$ cat src/sv/phpid_pkg.sv
// shared types, constants and helpers of the position hold pid core
// holds the microcode table and the symmetric clamp; no dependencies
package phpid_pkg;

    // default fraction widths of the trig inputs and of the heading angle
    localparam int TRIG_FRAC_DEF  = 14;
    localparam int ANGLE_FRAC_DEF = 12;

    // pi and 2*pi in q32, truncated
    localparam longint PI_Q32     = 64'sd13493037704;
    localparam longint TWO_PI_Q32 = 64'sd26986075409;

    // register reset values
    localparam logic [18:0] MAX_POS_ERR_RST  = 19'd4096;
    localparam logic [30:0] MAX_SPD_ERR_RST  = 31'd8388608;
    localparam logic [30:0] MAX_BANK_CMD_RST = 31'd65536;

    localparam int CFG_IDX_W = 3;
    localparam int CFG_DATA_W = 32;

    typedef enum logic [CFG_IDX_W-1:0] {
        CFG_PROP_GAIN    = 3'd0,
        CFG_DERIV_GAIN   = 3'd1,
        CFG_INTEG_GAIN   = 3'd2,
        CFG_MAX_POS_ERR  = 3'd3,
        CFG_MAX_SPD_ERR  = 3'd4,
        CFG_MAX_BANK_CMD = 3'd5,
        CFG_HEADING_SP   = 3'd6
    } t_cfg_idx;

    // microcode program counter and entry points
    localparam int UPC_W = 4;
    localparam logic [UPC_W-1:0] UADDR_RUN   = 4'd0;
    localparam logic [UPC_W-1:0] UADDR_ENTER = 4'd14;

    typedef enum logic [2:0] {
        MA_PGAIN,
        MA_DGAIN,
        MA_IGAIN,
        MA_SIN,
        MA_COS
    } t_mul_a;

    typedef enum logic [2:0] {
        MB_ERR_X,
        MB_SPD_X,
        MB_INT_X,
        MB_ERR_Y,
        MB_SPD_Y,
        MB_INT_Y,
        MB_CMD_X,
        MB_CMD_Y
    } t_mul_b;

    typedef enum logic {
        ACC_ROLL,
        ACC_PITCH
    } t_acc_sel;

    typedef enum logic [2:0] {
        AOP_NONE,
        AOP_LOAD,
        AOP_ADD,
        AOP_LOAD_NEG,
        AOP_SUB
    } t_acc_op;

    typedef enum logic [2:0] {
        ALU_NOP,
        ALU_ERR,
        ALU_INTEG,
        ALU_CMD_X,
        ALU_CMD_Y,
        ALU_HOLD,
        ALU_OUT
    } t_alu_op;

    typedef enum logic {
        JMP_NONE,
        JMP_WAIT
    } t_jmp;

    typedef struct packed {
        t_mul_a   mul_a;
        t_mul_b   mul_b;
        t_acc_sel acc_sel;
        t_acc_op  acc_op;
        t_alu_op  alu_op;
        t_jmp     jmp;
        logic     last;
    } t_uop;

    // product of step k is in the product register at step k+1
    function automatic t_uop ucode_rom(input logic [UPC_W-1:0] addr);
        t_uop u;
        u = '{MA_PGAIN, MB_ERR_X, ACC_ROLL, AOP_NONE, ALU_NOP, JMP_NONE, 1'b1};
        case (addr)
            4'd0:  u = '{MA_PGAIN, MB_ERR_X, ACC_ROLL,  AOP_NONE,     ALU_ERR,   JMP_NONE, 1'b0};
            4'd1:  u = '{MA_PGAIN, MB_ERR_X, ACC_ROLL,  AOP_NONE,     ALU_INTEG, JMP_NONE, 1'b0};
            4'd2:  u = '{MA_PGAIN, MB_ERR_X, ACC_ROLL,  AOP_NONE,     ALU_NOP,   JMP_NONE, 1'b0};
            4'd3:  u = '{MA_DGAIN, MB_SPD_X, ACC_ROLL,  AOP_LOAD,     ALU_NOP,   JMP_NONE, 1'b0};
            4'd4:  u = '{MA_IGAIN, MB_INT_X, ACC_ROLL,  AOP_ADD,      ALU_NOP,   JMP_NONE, 1'b0};
            4'd5:  u = '{MA_PGAIN, MB_ERR_Y, ACC_ROLL,  AOP_ADD,      ALU_NOP,   JMP_NONE, 1'b0};
            4'd6:  u = '{MA_DGAIN, MB_SPD_Y, ACC_ROLL,  AOP_LOAD,     ALU_CMD_X, JMP_NONE, 1'b0};
            4'd7:  u = '{MA_IGAIN, MB_INT_Y, ACC_ROLL,  AOP_ADD,      ALU_NOP,   JMP_NONE, 1'b0};
            4'd8:  u = '{MA_SIN,   MB_CMD_X, ACC_ROLL,  AOP_ADD,      ALU_NOP,   JMP_NONE, 1'b0};
            4'd9:  u = '{MA_COS,   MB_CMD_X, ACC_ROLL,  AOP_LOAD_NEG, ALU_CMD_Y, JMP_NONE, 1'b0};
            4'd10: u = '{MA_COS,   MB_CMD_Y, ACC_PITCH, AOP_LOAD_NEG, ALU_NOP,   JMP_NONE, 1'b0};
            4'd11: u = '{MA_SIN,   MB_CMD_Y, ACC_ROLL,  AOP_ADD,      ALU_NOP,   JMP_NONE, 1'b0};
            4'd12: u = '{MA_PGAIN, MB_ERR_X, ACC_PITCH, AOP_SUB,      ALU_NOP,   JMP_NONE, 1'b0};
            4'd13: u = '{MA_PGAIN, MB_ERR_X, ACC_ROLL,  AOP_NONE,     ALU_OUT,   JMP_WAIT, 1'b1};
            UADDR_ENTER:
                   u = '{MA_PGAIN, MB_ERR_X, ACC_ROLL,  AOP_NONE,     ALU_HOLD,  JMP_NONE, 1'b1};
            default: ;
        endcase
        return u;
    endfunction

    // clamp a signed word to plus or minus a non-negative limit
    function automatic logic [31:0] clamp_sym(input logic [31:0] x, input logic [30:0] lim);
        logic signed [32:0] v;
        logic signed [32:0] l;
        logic signed [32:0] r;
        v = {x[31], x};
        l = {2'b00, lim};
        r = v;
        if (v > l) r = l;
        if (v < -l) r = -l;
        return r[31:0];
    endfunction

endpackage

$ cat src/sv/position_hold_pid_body_rotate_core.sv
// position hold pid with body frame rotation, top level
// microcoded sequencer over one shared 32x32 multiplier; uses phpid_pkg
// heading wrap runs in a small radix-4 remainder unit beside the sequencer

// A control item (operation 0) keeps o_stall high until its program has run, so
// no new item is taken while one is in progress. The ten products of the pid and
// the rotation all go through one 32x32 multiplier, one product per microcode
// step, and the program is 14 steps long. The heading wrap runs beside the
// program; below about ANGLE_FRAC = 6 it outlasts the program, and the last
// step holds until the wrap is done. An enter item (operation 1) latches the
// hold position, clears both integrals and gives no result. The last step also
// holds while the previous result still sits unclaimed in the output register.
// Configuration writes take effect at once and are meant for idle periods. The
// sums and products wrap at 32 bits, and right shifts are arithmetic.
module position_hold_pid_body_rotate_core
    import phpid_pkg::*;
#(
    parameter int TRIG_FRAC  = TRIG_FRAC_DEF,
    parameter int ANGLE_FRAC = ANGLE_FRAC_DEF
) (
    input  logic                  i_clk,
    input  logic                  i_rst_n,
    // configuration write port
    input  logic                  i_cfg_we,
    input  logic [CFG_IDX_W-1:0]  i_cfg_index,
    input  logic [CFG_DATA_W-1:0] i_cfg_data,
    // input channel
    input  logic                  i_valid,
    output logic                  o_stall,
    input  logic                  i_operation,
    input  logic signed [31:0]    i_position_x,
    input  logic signed [31:0]    i_position_y,
    input  logic signed [31:0]    i_speed_x,
    input  logic signed [31:0]    i_speed_y,
    input  logic signed [15:0]    i_sine_heading,
    input  logic signed [15:0]    i_cosine_heading,
    input  logic signed [31:0]    i_stick_roll,
    input  logic signed [31:0]    i_stick_pitch,
    input  logic signed [31:0]    i_stick_heading,
    // output channel
    output logic                  o_valid,
    input  logic                  i_stall,
    output logic signed [31:0]    o_roll_command,
    output logic signed [31:0]    o_pitch_command,
    output logic signed [31:0]    o_heading_command
);

    // heading angle constants in q(ANGLE_FRAC)
    localparam longint ANGLE_PI     = PI_Q32 >>> (32 - ANGLE_FRAC);
    localparam longint ANGLE_TWO_PI = TWO_PI_Q32 >>> (32 - ANGLE_FRAC);
    // quotient bits of the wrap remainder, handled two per cycle
    localparam int TWO_PI_BITS = $clog2(ANGLE_TWO_PI + 1);
    localparam int Q_BITS      = 33 - TWO_PI_BITS;
    localparam int WRAP_ITERS  = (Q_BITS + 1) / 2;
    localparam int WCNT_W      = $clog2(WRAP_ITERS + 1);
    localparam logic [WCNT_W-1:0] WRAP_CNT_INIT = WCNT_W'(WRAP_ITERS);
    localparam logic [32:0] DIV_INIT = 33'(ANGLE_TWO_PI <<< (2 * WRAP_ITERS - 1));
    localparam logic signed [32:0] PI33    = 33'(ANGLE_PI);
    localparam logic signed [32:0] PI33_P1 = 33'(ANGLE_PI + 1);
    // heading = pi + rem + 1 - 2pi above the band, -pi - rem - 1 + 2pi below it
    localparam logic [31:0] HI_OFS = 32'(ANGLE_PI + 1 - ANGLE_TWO_PI);
    localparam logic [31:0] LO_OFS = 32'(ANGLE_TWO_PI - ANGLE_PI - 1);
    localparam int ROT_SHIFT = TRIG_FRAC - 2;

    // configuration registers
    logic [15:0] r_prop_gain;
    logic [15:0] r_deriv_gain;
    logic [15:0] r_integ_gain;
    logic [18:0] r_max_pos_err;
    logic [30:0] r_max_spd_err;
    logic [30:0] r_max_bank_cmd;
    logic [31:0] r_heading_sp;

    // controller state
    logic [31:0] r_hold_x;
    logic [31:0] r_hold_y;
    logic [31:0] r_integ_x;
    logic [31:0] r_integ_y;

    // sequencer
    logic             r_busy;
    logic             n_busy;
    logic [UPC_W-1:0] r_pc;
    logic [UPC_W-1:0] n_pc;
    t_uop             uop;
    logic             accept;
    logic             wait_hold;
    logic             go;

    // captured item
    logic [31:0] r_pos_x;
    logic [31:0] r_pos_y;
    logic [31:0] r_spd_in_x;
    logic [31:0] r_spd_in_y;
    logic [15:0] r_sin;
    logic [15:0] r_cos;
    logic [31:0] r_stick_roll;
    logic [31:0] r_stick_pitch;
    logic [31:0] r_head_sum;

    // datapath registers
    logic [31:0] r_err_x;
    logic [31:0] r_err_y;
    logic [31:0] r_spd_x;
    logic [31:0] r_spd_y;
    logic [31:0] r_cmd_x;
    logic [31:0] r_cmd_y;
    logic [31:0] r_prod;
    logic [31:0] r_acc_roll;
    logic [31:0] r_acc_pitch;
    logic [31:0] mul_a;
    logic [31:0] mul_b;
    logic [31:0] prod;
    logic [31:0] acc_cur;
    logic [31:0] n_acc;
    logic [31:0] n_integ_x;
    logic [31:0] n_integ_y;

    // heading wrap unit
    logic [WCNT_W-1:0]  r_wrap_cnt;
    logic [31:0]        r_rem;
    logic [32:0]        r_div;
    logic               r_wrap_hi;
    logic               r_wrap_lo;
    logic signed [32:0] head33;
    logic               wrap_hi;
    logic               wrap_lo;
    logic [32:0]        wrap_u;
    logic [31:0]        rem_a;
    logic [32:0]        div_b;
    logic [31:0]        rem_b;
    logic [31:0]        head_out;

    // output register
    logic        r_out_valid;
    logic [31:0] r_roll_cmd;
    logic [31:0] r_pitch_cmd;
    logic [31:0] r_heading_cmd;

    assign accept  = i_valid && !o_stall;
    assign o_stall = r_busy;

    //--------------------------------------------------------------------
    // configuration
    //--------------------------------------------------------------------
    always_ff @(posedge i_clk) begin
        if (!i_rst_n) begin
            r_prop_gain    <= '0;
            r_deriv_gain   <= '0;
            r_integ_gain   <= '0;
            r_max_pos_err  <= MAX_POS_ERR_RST;
            r_max_spd_err  <= MAX_SPD_ERR_RST;
            r_max_bank_cmd <= MAX_BANK_CMD_RST;
            r_heading_sp   <= '0;
        end else if (i_cfg_we) begin
            case (t_cfg_idx'(i_cfg_index))
                CFG_PROP_GAIN:    r_prop_gain    <= i_cfg_data[15:0];
                CFG_DERIV_GAIN:   r_deriv_gain   <= i_cfg_data[15:0];
                CFG_INTEG_GAIN:   r_integ_gain   <= i_cfg_data[15:0];
                CFG_MAX_POS_ERR:  r_max_pos_err  <= i_cfg_data[18:0];
                CFG_MAX_SPD_ERR:  r_max_spd_err  <= i_cfg_data[30:0];
                CFG_MAX_BANK_CMD: r_max_bank_cmd <= i_cfg_data[30:0];
                CFG_HEADING_SP:   r_heading_sp   <= i_cfg_data;
                default: ;
            endcase
        end
    end

    //--------------------------------------------------------------------
    // microcode sequencer
    //--------------------------------------------------------------------
    assign uop = ucode_rom(r_pc);

    // the output step waits on the wrap unit and on a result not yet taken
    assign wait_hold = (uop.jmp == JMP_WAIT) &&
                       ((r_wrap_cnt != '0) || (r_out_valid && i_stall));
    assign go = r_busy && !wait_hold;

    always_comb begin
        n_busy = r_busy;
        n_pc   = r_pc;
        if (accept) begin
            n_busy = 1'b1;
            n_pc   = i_operation ? UADDR_ENTER : UADDR_RUN;
        end else if (go) begin
            if (uop.last) begin
                n_busy = 1'b0;
            end else begin
                n_pc = r_pc + 1'b1;
            end
        end
    end

    always_ff @(posedge i_clk) begin
        if (!i_rst_n) begin
            r_busy <= 1'b0;
            r_pc   <= UADDR_RUN;
        end else begin
            r_busy <= n_busy;
            r_pc   <= n_pc;
        end
    end

    //--------------------------------------------------------------------
    // item capture
    //--------------------------------------------------------------------
    always_ff @(posedge i_clk) begin
        if (accept) begin
            r_pos_x       <= i_position_x;
            r_pos_y       <= i_position_y;
            r_spd_in_x    <= i_speed_x;
            r_spd_in_y    <= i_speed_y;
            r_sin         <= i_sine_heading;
            r_cos         <= i_cosine_heading;
            r_stick_roll  <= i_stick_roll;
            r_stick_pitch <= i_stick_pitch;
            // user keeps setpoint stable while busy (unenforced); sum made here
            r_head_sum    <= r_heading_sp + i_stick_heading;
        end
    end

    //--------------------------------------------------------------------
    // shared multiplier, low 32 bits of the product
    //--------------------------------------------------------------------
    always_comb begin
        case (uop.mul_a)
            MA_PGAIN: mul_a = {15'b0, r_prop_gain, 1'b0};
            MA_DGAIN: mul_a = {16'b0, r_deriv_gain};
            MA_IGAIN: mul_a = {16'b0, r_integ_gain};
            MA_SIN:   mul_a = {{16{r_sin[15]}}, r_sin};
            MA_COS:   mul_a = {{16{r_cos[15]}}, r_cos};
            default:  mul_a = '0;
        endcase
    end

    always_comb begin
        case (uop.mul_b)
            MB_ERR_X: mul_b = r_err_x;
            MB_SPD_X: mul_b = $signed(r_spd_x) >>> 9;
            MB_INT_X: mul_b = $signed(r_integ_x) >>> 12;
            MB_ERR_Y: mul_b = r_err_y;
            MB_SPD_Y: mul_b = $signed(r_spd_y) >>> 9;
            MB_INT_Y: mul_b = $signed(r_integ_y) >>> 12;
            MB_CMD_X: mul_b = r_cmd_x;
            MB_CMD_Y: mul_b = r_cmd_y;
            default:  mul_b = '0;
        endcase
    end

    assign prod = mul_a * mul_b;

    // accumulator update on the product of the previous step
    assign acc_cur = (uop.acc_sel == ACC_PITCH) ? r_acc_pitch : r_acc_roll;

    always_comb begin
        case (uop.acc_op)
            AOP_LOAD:     n_acc = r_prod;
            AOP_ADD:      n_acc = acc_cur + r_prod;
            AOP_LOAD_NEG: n_acc = 32'd0 - r_prod;
            AOP_SUB:      n_acc = acc_cur - r_prod;
            default:      n_acc = acc_cur;
        endcase
    end

    // integral update, clamped to the position limit times 4096
    assign n_integ_x = clamp_sym(r_integ_x + r_err_x, {r_max_pos_err, 12'b0});
    assign n_integ_y = clamp_sym(r_integ_y + r_err_y, {r_max_pos_err, 12'b0});

    always_ff @(posedge i_clk) begin
        if (go) begin
            r_prod <= prod;
            if (uop.acc_sel == ACC_PITCH) begin
                r_acc_pitch <= n_acc;
            end else begin
                r_acc_roll <= n_acc;
            end
            case (uop.alu_op)
                ALU_ERR: begin
                    r_err_x <= clamp_sym(r_pos_x - r_hold_x, 31'(r_max_pos_err));
                    r_err_y <= clamp_sym(r_pos_y - r_hold_y, 31'(r_max_pos_err));
                    r_spd_x <= clamp_sym(r_spd_in_x, r_max_spd_err);
                    r_spd_y <= clamp_sym(r_spd_in_y, r_max_spd_err);
                end
                ALU_CMD_X: r_cmd_x <= clamp_sym(r_acc_roll, r_max_bank_cmd);
                ALU_CMD_Y: r_cmd_y <= clamp_sym(r_acc_roll, r_max_bank_cmd);
                default: ;
            endcase
        end
    end

    // hold position and integrals
    always_ff @(posedge i_clk) begin
        if (!i_rst_n) begin
            r_hold_x  <= '0;
            r_hold_y  <= '0;
            r_integ_x <= '0;
            r_integ_y <= '0;
        end else if (go) begin
            case (uop.alu_op)
                ALU_HOLD: begin
                    r_hold_x  <= r_pos_x;
                    r_hold_y  <= r_pos_y;
                    r_integ_x <= '0;
                    r_integ_y <= '0;
                end
                ALU_INTEG: begin
                    r_integ_x <= n_integ_x;
                    r_integ_y <= n_integ_y;
                end
                default: ;
            endcase
        end
    end

    //--------------------------------------------------------------------
    // heading wrap: remainder of the excess over 2pi, two quotient bits a cycle
    //--------------------------------------------------------------------
    assign head33  = {r_head_sum[31], r_head_sum};
    assign wrap_hi = head33 > PI33;
    assign wrap_lo = head33 < -PI33;
    assign wrap_u  = wrap_hi ? (head33 - PI33_P1) : (-PI33_P1 - head33);

    assign rem_a = ({1'b0, r_rem} >= r_div) ? (r_rem - r_div[31:0]) : r_rem;
    assign div_b = r_div >> 1;
    assign rem_b = ({1'b0, rem_a} >= div_b) ? (rem_a - div_b[31:0]) : rem_a;

    always_ff @(posedge i_clk) begin
        if (!i_rst_n) begin
            r_wrap_cnt <= '0;
        end else if (go && (uop.alu_op == ALU_ERR)) begin
            r_wrap_cnt <= WRAP_CNT_INIT;
        end else if (r_wrap_cnt != '0) begin
            r_wrap_cnt <= r_wrap_cnt - 1'b1;
        end
    end

    always_ff @(posedge i_clk) begin
        if (go && (uop.alu_op == ALU_ERR)) begin
            r_rem     <= wrap_u[31:0];
            r_div     <= DIV_INIT;
            r_wrap_hi <= wrap_hi;
            r_wrap_lo <= wrap_lo;
        end else if (r_wrap_cnt != '0) begin
            r_rem <= rem_b;
            r_div <= r_div >> 2;
        end
    end

    always_comb begin
        if (r_wrap_hi) begin
            head_out = r_rem + HI_OFS;
        end else if (r_wrap_lo) begin
            head_out = LO_OFS - r_rem;
        end else begin
            head_out = r_head_sum;
        end
    end

    //--------------------------------------------------------------------
    // output register
    //--------------------------------------------------------------------
    always_ff @(posedge i_clk) begin
        if (!i_rst_n) begin
            r_out_valid <= 1'b0;
        end else if (go && (uop.alu_op == ALU_OUT)) begin
            r_out_valid <= 1'b1;
        end else if (!i_stall) begin
            r_out_valid <= 1'b0;
        end
    end

    always_ff @(posedge i_clk) begin
        if (go && (uop.alu_op == ALU_OUT)) begin
            r_roll_cmd    <= 32'($signed(r_acc_roll) >>> ROT_SHIFT) + r_stick_roll;
            r_pitch_cmd   <= 32'($signed(r_acc_pitch) >>> ROT_SHIFT) + r_stick_pitch;
            r_heading_cmd <= head_out;
        end
    end

    assign o_valid           = r_out_valid;
    assign o_roll_command    = r_roll_cmd;
    assign o_pitch_command   = r_pitch_cmd;
    assign o_heading_command = r_heading_cmd;

    //--------------------------------------------------------------------
    // assertions
    //--------------------------------------------------------------------
    // an accepted beat always starts the sequencer
    a_accept_starts: assert property (@(posedge i_clk) disable iff (!i_rst_n)
        accept |=> o_stall)
        else $error("accepted beat did not start the sequencer");

    // the wrap unit is always done by the time the sequencer goes idle
    a_wrap_done_idle: assert property (@(posedge i_clk) disable iff (!i_rst_n)
        !r_busy |-> (r_wrap_cnt == '0))
        else $error("heading wrap still running while idle");

    // an enter beat produces no result
    a_enter_silent: assert property (@(posedge i_clk) disable iff (!i_rst_n)
        (accept && i_operation) |=> ##1 !$rose(o_valid))
        else $error("enter beat produced a result");

    // a result only appears from a running program
    a_result_from_seq: assert property (@(posedge i_clk) disable iff (!i_rst_n)
        $rose(o_valid) |-> $past(r_busy))
        else $error("result appeared without a running program");

endmodule

$ cat config.mk
export PLATFORM = sky130hd
export DESIGN_NAME = position_hold_pid_body_rotate_core
export DESIGN_NICKNAME = d
export VERILOG_FILES = /design/src/sv/phpid_pkg.sv /design/src/sv/position_hold_pid_body_rotate_core.sv
export SDC_FILE = /design/constraint.sdc
export NUM_CORES = 2
export LEC_CHECK = 0
export BUFFER_PORTS_ARGS = -buffer_cell sky130_fd_sc_hd__buf_2
export CORE_MARGIN = 8
export CORE_UTILIZATION = 43
export CTS_CLUSTER_DIAMETER = 30
export DETAILED_ROUTE_END_ITERATION = 10
export HOLD_SLACK_MARGIN = 0.02
export PLACE_DENSITY = 0.56
export SLEW_MARGIN = 20
export SYNTH_ARGS = -nofsm -noshare
export SYNTH_HDL_FRONTEND = slang
export SYNTH_SLANG_ARGS = --single-unit
$ cat constraint.sdc
create_clock -name i_clk -period 28.9 [get_ports i_clk]
set_input_delay 4.335 -clock i_clk [delete_from_list [all_inputs] [get_ports i_clk]]
set_output_delay 4.335 -clock i_clk [all_outputs]
set_load 0.05 [all_outputs]
# Yosys cells after proc, flatten, opt, wreduce, memory -nomap -nowiden
# Index checks and enable logic that the tools add are counted.
[op_classes]
eq_ne = 43
mul = 1
n_bitwise = 2
n_reduce_logical = 35
n_lt_le_gt_ge = 18
mux = 39
addsub = 22
[ops]
columns = ["operator", "count"]
rows = [
  ["two-way mux 32 bit", 22],
  ["one-hot mux 32 bit (8 select lines)", 1],
  ["< comparator 32 x 33 -> 1 bit", 7],
  ["one-hot mux 15 bit (15 select lines)", 1],
  ["adder 32 bit", 6],
  ["greater-than comparator 32 bit", 5],
  ["one-hot mux 32 bit (5 select lines)", 1],
  ["one-hot mux 32 bit (2 select lines)", 2],
  ["one-hot mux 32 bit (4 select lines)", 1],
  ["subtractor 32 bit", 4],
  ["negation 31 -> 33 bit", 3],
  ["greater-than comparator 32 x 20 -> 1 bit", 2],
  ["equality test 3 bit (second input constant)", 12],
  ["negation 19 -> 33 bit", 1],
  ["adder 32 bit (second input constant)", 1],
  ["greater-or-equal comparator 32 x 31 -> 1 bit", 1],
  ["greater-or-equal comparator 32 bit", 1],
  ["greater-than comparator 32 x 15 -> 1 bit (second input constant)", 1],
  ["< comparator 32 x 15 -> 1 bit (second input constant)", 1],
  ["multiplier 32 x 32 -> 32 bit", 1],
  ["AND reduction 2 bit", 16],
  ["subtractor 1 x 32 -> 32 bit (first input constant)", 1],
  ["subtractor 14 x 32 -> 32 bit (first input constant)", 1],
  ["subtractor 15 x 32 -> 32 bit (first input constant)", 1],
  ["other kinds (22)", 67],
]
[totals]
register_bits = 1005
inputBits = 297
out_inout_bits = 98

# Longest topological paths before layout
[depth]
depth_word = 7
depth_mapped = 41
mapped_depth_nobuf = 38

# Least setup slack after synthesis
# OpenSTA, ideal clock, no wires.
[synth_timing]
path_kind = "input-to-reg"
from = "in i_stall"
to = "reg r_heading_cmd[0], in the netlist o_heading_command[0] (enable)"
arrival_ns = 11.233
setup_ns = 0.671
path_stages = 3
slack_ns = 16.996
path_cell_list = "a21oi_1 o21ai_0 nor3_1"
[synth_between]
elab_chain_cells = 6
[synth_lines]
columns = ["element", "line_no", "rtl"]
rows = [
  ["from (decl)", "position_hold_pid_body_rotate_core.sv:42", "input logic i_stall,"],
  ["logical AND 1 bit", "position_hold_pid_body_rotate_core.sv:176", "((r_wrap_cnt != '0) || (r_out_valid && i_stall));"],
  ["logical OR 1 bit", "position_hold_pid_body_rotate_core.sv:176", ""],
  ["logical AND 1 bit", "position_hold_pid_body_rotate_core.sv:175", "assign wait_hold = (uop.jmp == JMP_WAIT) &&"],
  ["zero test 1 bit", "position_hold_pid_body_rotate_core.sv:177", "assign go = r_busy && !wait_hold;"],
  ["logical AND 1 bit", "position_hold_pid_body_rotate_core.sv:177", ""],
  ["logical AND 1 bit", "position_hold_pid_body_rotate_core.sv:373", "if (go && (uop.alu_op == ALU_OUT)) begin"],
  ["to (signal assigned)", "position_hold_pid_body_rotate_core.sv:376", "r_heading_cmd <= head_out;"],
  ["to (decl)", "position_hold_pid_body_rotate_core.sv:138", "logic [31:0] r_heading_cmd;"],
]
# No other way between the ends.
# A chain may end at the register's enable or synchronous reset.

# Worst setup path after layout
[layout_timing]
from = "reg r_pc[0]"
to = "reg r_prod[30], data pin"
[layout_between]
elab_chain_cells = 5
word_cells_on_any_way = 32
classes_between = "1 x mul; 25 x eq/ne; 3 x mux; 3 x reduce/logical"
[layout_lines]
columns = ["element", "line_no", "rtl"]
rows = [
  ["from (decl)", "position_hold_pid_body_rotate_core.sv:83", "logic [UPC_W-1:0] r_pc;"],
  ["from (signal assigned)", "position_hold_pid_body_rotate_core.sv:200", "r_pc <= n_pc;"],
  ["equality test 4 bit (tied with other cells)", "phpid_pkg.sv:97", "case (addr)"],
  ["one-hot mux 15 bit (15 select lines) *", "phpid_pkg.sv:97", ""],
  ["equality test 3 bit (tied with other cells)", "position_hold_pid_body_rotate_core.sv:237", "case (uop.mul_b)"],
  ["one-hot mux 32 bit (8 select lines) / one-hot mux 32 bit (5 select lines) (equally long branches)", "position_hold_pid_body_rotate_core.sv:237, position_hold_pid_body_rotate_core.sv:226", ""],
  ["multiplier 32 x 32 -> 32 bit *", "position_hold_pid_body_rotate_core.sv:250", "assign prod = mul_a * mul_b;"],
  ["net prod[30]", "position_hold_pid_body_rotate_core.sv:113", "logic [31:0] prod;"],
  ["to (signal assigned)", "position_hold_pid_body_rotate_core.sv:271", "r_prod <= prod;"],
  ["to (decl)", "position_hold_pid_body_rotate_core.sv:108", "logic [31:0] r_prod;"],
]
# Mark *: on every way through the listed nets, which the timed path passes. The rest lies on a longest branch.

==> metrics.txt <==
status=finished, final reports clean; share of the synthesized area in the top cell type=0.237; VDD IR max=0.000109 V; CP Max Fanout=22; # rows=161; Max Cap Violations=0; worst min path class=register to register; TNS Setup=0 ns; Clock Latency Late Sink=0.91 ns; DIE AREA=0.208 mm2; TritonCTS clock tree=done; Critical Path End Type=register; initial core utilization=0.432; gr usage total=0.285; Pwr Density=97.3 mW/mm2; core region area=0.192 mm2; H-Tree Depth=5; met3 WL=23700 um; Initial DRC Count=6248; clk slew on worst S/H paths=0.04 ns; largest net degree at the start of global routing=91; vias post-DR=72200; Final ANT Viol Nets=0; I/O Buffers=394; Tmin final=10.65 ns; Setup Fix Bufs, Post-CTS=0; cts repair resizes=0; Critical Path Source Type=register; area leader, netlist=edfxtp_1; TritonCTS Buffers=284; Worst Setup SP=r_pc[0]; uppermost layer routed=met5; leak pwr=40.6 nW; initial antenna violation count=34; Finished Layout Cells=12300; Final nets=11000; post-synthesis cell type count=104; Clock Tree Buf Depth=4; final wirelength=308000 um; final hold viol count=0; Async S/R FF share, synth=0; Final Setup Violations=0; first-pass GRT wire length=454000 um; Hold Crit Start=r_div[21]; Buffers & Inverters on Critical Path=7; ranking of synthesized cells by area=edfxtp_1 (24%), ha_1 (12%), fa_1 (9.2%); worst reg2reg setup slack=18.25 ns; synthesis-to-finish area growth=17.5%; Placer Congestion=0.982; WL met2=133000 um; TritonRoute pass-1 iters=9; synth warn=0; Met1 Wirelength=131000 um; I/O pin count=395; crit-path max cell delay=0.74 ns; Die Ht=456 um; CTS Hold Bufs=0; Setup CP Type=register to register; gr ovfl total=0; Req. time, crit path=29.53 ns; max frequency=93.9 MHz; Seq/Total Area, Yosys=0.316; worst slew pin tran=1.23 ns; Final Max Tran Viols=0; root buffer cell=clkbuf_16; Crit path top cell by count=inv_1; critical path arrival=11.28 ns; Synth Register Bits=985; period utilisation layout=0.369; Clock Skews=0.0652 ns; Reg-to-Reg Start=r_pc[0]; fraction of layout cells with a size suffix above 1=0.125; Mapped Area=0.0831 mm2; RSZ-0062 raised after global routing=false; Chip Width=456 um; DP HPWL=237000 um; Max stage delay cell, worst path=a2111oi_0; routed len/inst=25.0 um; number of flops mapped to enable cells by yosys=656; Avg Inst Size Synth=9.11 um2; Post-Syn Nets=10600; hold_ws=0.447 ns; number of global-route vias before repair=70800; placed insts=11800; clk sinks=985; Cells after Synth=9123; Worst path top cell family by delay=adder cells; Via density=5.87; Post-synth top flop=edfxtp_1; # DRC=0; Max-slew headroom=0.176
==> metal layers <==
metal	vias up	global-route usage
met2	2995	0.438
met3	743	0.0592
li1	33500	-
met1	35000	0.376
met4	2	0.156
met5	-	0
==> power breakdown <==
group	switching [mW]	leakage [nW]	internal (mW)
clock	0.942	4.65	2.22
sequential	0.206	8.79	1.81
combinational	2.59	27.2	1.73
==> worst paths after layout <==
path / endpoint / cells after the start
min: r_div[21] / 2
max: r_prod[30] / 33
max reg2reg: r_prod[30] / 33
min reg2reg: r_div[21] / 2
==> cells in the final DEF, fill, tap and decap left out, drive strengths merged, types with 50 or more instances in the layout <==
cell    Yosys  layout
edfxtp    656     656
a21oi     566     566
clkbuf    348     328
xnor2     334     334
xor2      134     134
o21ai     434     434
o21bai     52      52
a211oi     70      70
or3        54      54
o211ai     57      57
nand3     181     181
a31oi      63      63
a222oi     50      50
nand2b     97      97
fa        383     383
nor3      185     185
a21o      190     190
nor2      669     669
or2        54      54
nand4      91      91
o21a      105     105
inv       848     865
mux2i     128     128
nor2b      94      94
a22oi      52      52
a21boi    236     236
and3       70      70
o221a      60      60
clkinv      2      85
ha        820     820
dfxtp     329     329
nand2    1078    1078
buf        38     517
==> per-stage QoR <==
step / utilization / power, mW / area [um2] / worst slack [ns]
finish: 0.507 / 9.50 / 97600 / 18.25
CTS: 0.507 / 9.49 / 97600 / 18.33
global placement: 0.457 / 6.20 / 88000 / 18.52
global route: 0.507 / 10.1 / 97600 / 17.61
detailed placement: 0.457 / 6.28 / 88000 / 18.38
floorplan: - / 5.18 / 83100 / 17.00
==> cell usage after synthesis, drive strengths merged (236+ instances only) <==
cell,n
a21boi,236
a21oi,566
clkbuf,348
dfxtp,329
edfxtp,656
fa,383
ha,820
inv,848
nand2,1078
nor2,669
o21ai,434
xnor2,334
==> logic make-up after synthesis <==
kind of cell    after synthesis  share of synthesized area
flops                       985                      0.316
mux                         164                     0.0203
xor+xnor                    469                     0.0497
buf+inv                    1236                     0.0566
simple gates               2725                      0.150
fa+ha+maj                  1203                      0.216
compound gates             2341                      0.191
==> worst register-to-register path, delay by kind of cell (launching register included) <==
family | cells | cell delay, ns
adders and majority gates | 10 | 4.61
DFF | 1 | 0.33
xor gates and xnor gates | 1 | 0.07
buffers and inverters | 7 | 0.43
AOI/OAI and AO/OA | 9 | 2.85
and+or+nand+nor | 6 | 2.10
==> area by class of cell <==
type | count | area, um2
well taps | 2526 | 3160
fillers | 17700 | 94800
diodes | 16 | 40.0
clock buffers | 328 | 7550
repair buffers | 517 | 2900
flip-flops and latches | 985 | 26300
inverters | 850 | 3200
multi-input cells | 6902 | 52400
clock inverters | 169 | 2080
(Power assumes the default switching activity.)
